`config.mk`:
```
export PLATFORM = sky130hd
export DESIGN_NAME = wia_front
export DESIGN_NICKNAME = d
export VERILOG_FILES = /design/src/hw/rtl/wide_integer_alu_unit_defines.svh /design/src/hw/rtl/wia_pkg.sv /design/src/hw/rtl/wia_front.sv
export SDC_FILE = /design/constraint.sdc
export NUM_CORES = 1
export LEC_CHECK = 0
export ABC_CLOCK_PERIOD_IN_PS = 1600
export BUFFER_PORTS_ARGS = -buffer_cell sky130_fd_sc_hd__buf_2
export CORE_AREA = 8 8 256 258
export DETAILED_ROUTE_END_ITERATION = 7
export DIE_AREA = 0 0 264 266
export MAX_ROUTING_LAYER = met4
export PLACE_DENSITY = 0.41
export SLEW_MARGIN = 20
export SYNTH_ARGS = -nofsm -noshare
export SYNTH_HDL_FRONTEND = slang
export SYNTH_SLANG_ARGS = --single-unit
```
`constraint.sdc`:
```
create_clock -name clk -period 1.6 [get_ports clk]
set_input_delay 0.08 -clock clk [delete_from_list [all_inputs] [get_ports clk]]
set_output_delay 0.08 -clock clk [all_outputs]
set_load 0.005 [all_outputs]
```
`src/hw/rtl/wide_integer_alu_unit_defines.svh`:
```
// Assertion macros used by the wide ALU top level.
`ifndef WIDE_INTEGER_ALU_UNIT_DEFINES_SVH
`define WIDE_INTEGER_ALU_UNIT_DEFINES_SVH
`ifndef SYNTH
`define WIA_ASSERT_IMPL(label, clk, rst_n, ante, cons) \
    label: assert property (@(posedge clk) disable iff (!rst_n) (ante) |-> (cons)) \
    else $error("assertion failed");
`define WIA_ASSERT_NEXT(label, clk, rst_n, ante, cons) \
    label: assert property (@(posedge clk) disable iff (!rst_n) (ante) |=> (cons)) \
    else $error("assertion failed");
`else
`define WIA_ASSERT_IMPL(label, clk, rst_n, ante, cons)
`define WIA_ASSERT_NEXT(label, clk, rst_n, ante, cons)
`endif
`endif

```
`src/hw/rtl/wia_pkg.sv`:
```
package wia_pkg;

    localparam int MAX_BYTES = 16;
    localparam int WIDE_BITS = 128;
    localparam int SHIFT_BITS = 8;
    localparam int WIDTH_BITS = 5;

    typedef enum logic [3:0] {
        ACT_ADD = 4'd0,
        ACT_SUB = 4'd1,
        ACT_CMP = 4'd2,
        ACT_NEG = 4'd3,
        ACT_NOT = 4'd4,
        ACT_AND = 4'd5,
        ACT_OR  = 4'd6,
        ACT_XOR = 4'd7,
        ACT_SHL = 4'd8,
        ACT_SHR = 4'd9,
        ACT_MUL = 4'd10
    } action_t;

    typedef enum logic [1:0] {
        CMP_LESS    = 2'd0,
        CMP_EQUAL   = 2'd1,
        CMP_GREATER = 2'd2
    } cmp_t;

    localparam logic [1:0] REG_WIDTH_ADDR = 2'd0;

    // Front stage to the multiply stage.
    typedef struct packed {
        logic                  valid;
        logic [3:0]            action;
        logic [WIDE_BITS-1:0]  mask;
        logic [WIDE_BITS-1:0]  a;
        logic [WIDE_BITS-1:0]  b;
        logic [SHIFT_BITS-1:0] shift;
        logic                  shift_ok;
        logic [1:0]            cmp;
    } front_t;

    // Multiply/logic stage to the final stage.
    // The x terms come from a_low * b_high and the y terms from a_high * b_low;
    // only their low 64 bits matter.
    typedef struct packed {
        logic                 valid;
        logic [WIDE_BITS-1:0] mask;
        logic [WIDE_BITS-1:0] result;
        logic                 is_mul;
        logic [63:0]          p00;
        logic [63:0]          p01;
        logic [63:0]          p10;
        logic [63:0]          p11;
        logic [63:0]          x00;
        logic [31:0]          x01;
        logic [31:0]          x10;
        logic [63:0]          y00;
        logic [31:0]          y01;
        logic [31:0]          y10;
        logic [1:0]           cmp;
    } mid_t;

endpackage

```
`src/hw/rtl/wia_front.sv`:
```
module wia_front (
    input  logic                            clk,
    input  logic                            rst_n,
    input  logic                            start,
    input  logic [3:0]                      action,
    input  logic [63:0]                     a_low,
    input  logic [63:0]                     a_high,
    input  logic [63:0]                     b_low,
    input  logic [63:0]                     b_high,
    input  logic [7:0]                      shift_amount,
    input  logic [wia_pkg::WIDTH_BITS-1:0]  width_bytes,
    output wia_pkg::front_t                 front
);
    import wia_pkg::*;

    front_t front_reg;
    front_t front_next;
    logic [4:0] eff_bytes;
    logic [7:0] bits;
    logic [WIDE_BITS-1:0] mask;
    logic [WIDE_BITS-1:0] a_m;
    logic [WIDE_BITS-1:0] b_m;

    always_comb
    begin
        if (width_bytes == 5'd0)
            eff_bytes = 5'd1;
        else if (width_bytes > 5'(MAX_BYTES))
            eff_bytes = 5'(MAX_BYTES);
        else
            eff_bytes = width_bytes;
        bits = {eff_bytes, 3'b000};
        if (eff_bytes == 5'd16)
            mask = '1;
        else
            mask = ~({WIDE_BITS{1'b1}} << bits);
        a_m = {a_high, a_low} & mask;
        b_m = {b_high, b_low} & mask;
        front_next.valid = start;
        front_next.action = action;
        front_next.mask = mask;
        front_next.a = a_m;
        front_next.b = b_m;
        front_next.shift = shift_amount;
        front_next.shift_ok = ({1'b0, shift_amount} < {1'b0, bits});
        if (a_m == b_m)
            front_next.cmp = CMP_EQUAL;
        else if (a_m > b_m)
            front_next.cmp = CMP_GREATER;
        else
            front_next.cmp = CMP_LESS;
    end

    always_ff @(posedge clk or negedge rst_n)
    begin
        if (!rst_n)
        begin
            front_reg <= '0;
        end
        else
        begin
            front_reg <= front_next;
        end
    end

    assign front = front_reg;

endmodule

```
; Word-level counts from Yosys, hierarchy flattened
; Cells that the tools add are included.
[op_classes]
muxes = 5
magnitude_cmp = 3
shift = 1
reduce_logical = 1
eq_ne = 2
bitwise = 3
[op_table]
columns = op, count
row1 = 128-bit bitwise AND, 2
row2 = 128-bit == test, 1
row3 = 128-bit > comparator, 1
row4 = 128-bit 2-to-1 mux, 1
row5 = 128-bit NOT, 1
row6 = "128-bit by 8-bit left shift with 128-bit output, first input constant", 1
row7 = 5-bit 2-to-1 mux, 2
row8 = 8-bit less-than comparator, 1
row9 = "5-bit == test, second input constant", 1
row10 = "5-bit > comparator, second input constant", 1
row11 = 5-bit logical NOT, 1
row12 = 2-bit 2-to-1 mux, 2
[word_totals]
ff_bits = 400
elab_cells = 23

; Longest topological paths before layout
[depth]
ltp_word = 10
ltp_mapped = 15
depth_no_buf = 12

; Worst setup path before layout
; Ideal clock, no wire load.
[synth_timing]
kind = input -> register
from = in width_bytes[3] (netlist name)
to = reg front_reg (netlist bit front[1])
cell_stages = 14
arrival_ns = 2.484
setup_slack_ns = -0.971
cell_sequence = clkbuf_1 > nor2_1 > inv_2 > or2_1 > clkbuf_1 > buf_2 > and2_1 > ha_1 > nand4_1 > nor4_2 > nand4b_4 > o211ai_2 > o21ai_1 > a22oi_1
[synth_rtl]
columns = item, line
row1 = "start, declared", wia_front.sv:11  ; input logic [wia_pkg::WIDTH_BITS-1:0] width_bytes,
row2 = "end signal, assigned", wia_front.sv:62  ; front_reg <= front_next;
row3 = "end, declared", wia_front.sv:16  ; front_t front_reg;

==> reports/metrics.csv <==
metric;value;unit
Synth area leaders;dfrtp_1, ha_1, buf_4;
initial core utilization;21.2;%
Pre-antenna DRT Iters;4;
Hold Crit Start;width_bytes[1];
Die Wd;264;um
first-pass GRT wire length;84500;um
Die Y;266;um
slew of the pin with the lowest slew margin;0.508;ns
final worst slack;-0.607;ns
nets@finish;2664;
Area Growth Syn to Fin;76.6;%
internal power;15.1;mW
dominant synthesized flop cell;dfrtp_1;
Mapped Nets;1588;
grt total ovfl;0;
Final Hold Vio Count;0;
CP endpoint;front[1]$_DFF_PN0_;
Seq pwr share;38.5;%
pre-CTS setup slack;-2.01;ns
switching power;5.46;mW
Syn Std Cell Area;0.0130;mm^2
max incr delay on CP;0.44;ns
Buffers on Ports;675;
max-capacitance violation count;0;
syn avg cell area;11.0;um^2
Peak VDD IR;744;uV
First DRT Iteration DRCs;407;
Post-synth EDFFs;0;
Post-DP HPWL;45100;um
DRT Wirelength;56200;um
Largest register FFs;288;
failing checks;setup timing;
I/O pin count;676;
critical path arrival;2.62;ns
Fmax;453;MHz
GRT Total Usage;16.1;%
Netlist cell types;46;
vias;12036;
synth warn;0;
period utilisation layout;138;%
RSZ-0062 raised after global routing;true;
Required @ worst endpoint;2.01;ns
worst-path fanout max;16;
power per cell area;896;mW/mm^2
Via density;3.91;
Hold Path Class;primary input to flop;
post-synthesis async set-or-reset flop share;100;%
Final setup viols;2;
Tmin final;2.21;ns
Clock Sinks;288;
initial antenna violation count;9;
clock share of power;40.5;%
total CTS buffers;37;
#FFs+latches synth;288;
Final Wtd Congestion;0.820;
crit path launch type;primary input;
Slowest-stage cell, CP;a2111oi_1;
H-tree levels;2;
CTS root buffer;clkbuf_16;
register area share after synthesis;55.6;%
Rel. slew slack;66.1;%
crit-path cells;buf_4 > or2_1 > or2_1 > buf_12 > and2_1 > ha_1 > a21oi_1 > o21ai_0 > a2111oi_1 > buf_4 > o22ai_1 > buf_4 > o21ai_1 > a22oi_1;
top-area cell type share of the netlist area;55.6;%
crit end category;flop;
vias in the first global route;13868;
LEAKAGE;12.3;nW
top cells by count, synth;dfrtp_1, nand2_1, ha_1, inv_1, and2_1;
CP most frequent cell;buf_4;
Yosys top cell by area;dfrtp_1;
Reg clk slew, reported paths;0.06;ns
Bufs on Longest Clock Path;3;
Crit Path Class;primary input to flop;
Crit path depth;14;
max-slew violation count;0;
share of cells above drive strength 1;46.0;%
Crit path max-delay family;compound AO/OA/AOI/OAI gates;
count leader, synth;dfrtp_1;
worst setup path start;width_bytes[1];
post-route ant nets;0;
Gate power share;21.0;%
Net Sw Frac;26.6;%
status;complete, but fails checks;
Crit path buffers/inverters;4;
die area;0.0702;mm^2
drc violations;0;
final core occ;37.4;%
CTS tree;built;
core area;0.0613;mm^2
largest net degree at the start of global routing;56;
# rows;91;
Gate Count Post-Synth;1180;
post-DR wirelength/cell;18.3;um
area by class of cell:
type,instances,area [um^2]
Fill cell,6236,38300
Timing Repair Buffer,1188,8260
Sequential cell,288,7210
Multi-Input combinational cell,608,4720
Clock buffer,47,1060
Tap cell,790,988
Inverter,133,502
Clock inverter,17,153
Antenna cell,8,20.0
power by group through the flow:
stage / clock [mW] / combinational, mW / sequential, mW
6_report: 8.31 / 4.30 / 7.91
5_1_grt: 8.93 / 4.78 / 7.96
4_1_cts: 8.64 / 4.37 / 7.92
3_5_place_dp: 0 / 3.58 / 8.05
3_3_place_gp: 0 / 3.57 / 8.05
2_1_floorplan: 0 / 1.43 / 8.08
metal layers:
metal  vias to the layer above  track usage, %  wire length (um)
met3                        68            4.51              3710
met2                       379            29.1             29500
li1                       5883               -                 -
met1                      5706            17.1             21700
met4                         0            4.46              1300
met5                         -               -                 0
cells in the final DEF (no fill, tap or decap), types with 5 or more instances in the layout:
cell	netlist	layout
nand4_1	26	26
dfrtp_1	288	288
buf_12	0	20
dlygate4sd3_1	0	274
diode_2	0	8
clkbuf_16	0	39
o21ai_0	14	11
buf_4	112	212
clkinv_2	0	10
a21oi_1	57	54
ha_4	0	19
and2_4	0	12
clkbuf_8	0	5
buf_6	0	7
inv_1	132	131
and2_1	120	108
nor2_1	11	9
a21o_1	13	12
nand2_1	156	147
o21ai_1	6	7
nand3_1	21	20
buf_2	8	671
nand2_2	1	9
ha_1	132	113
nor4_4	3	6
worst min path at each step:
stage	end	cells after the start	slack, ns
2_1_floorplan	front[0]$_DFF_PN0_	0	-0.22
3_3_place_gp	front[124]$_DFF_PN0_	1	-0.007
3_5_place_dp	front[126]$_DFF_PN0_	1	-0.008
4_1_cts	front[322]$_DFF_PN0_	4	0.02
5_1_grt	front[306]$_DFF_PN0_	4	0.05
6_report	front[306]$_DFF_PN0_	4	0.07
cells by family after synthesis:
group | count (synthesis) | share of synthesized area [%]
compound gates | 113 | 5.16
fa+ha+maj | 132 | 12.7
buf+inv | 284 | 11.5
flops | 288 | 55.6
other cells | 1 | 0.0289
simple gates | 362 | 15.0
stage by stage:
stage	area (um^2)	cells	total power, mW	TNS (ns)	hold slack (ns)
4_1_cts	22900	3071	20.9	-1.65	0.0192
3_5_place_dp	18500	2725	11.6	-3.79	-0.00801
5_1_grt	22900	3077	21.7	-1.31	0.0544
2_1_floorplan	13200	1180	9.51	-1.25	-0.216
6_report	22900	3079	20.5	-1.04	0.0651
3_3_place_gp	18500	2725	11.6	-3.70	-0.00702
repair_timing:
item,CTS,global route
endpoints found under the hold margin,438,0
hold buffers,275,0
pin swaps,28,3
gates resized for setup,58,5
setup endpoints to repair,2,2
setup buffers,6,0
cloned,2,0
Power figures use the tool's default switching activity.
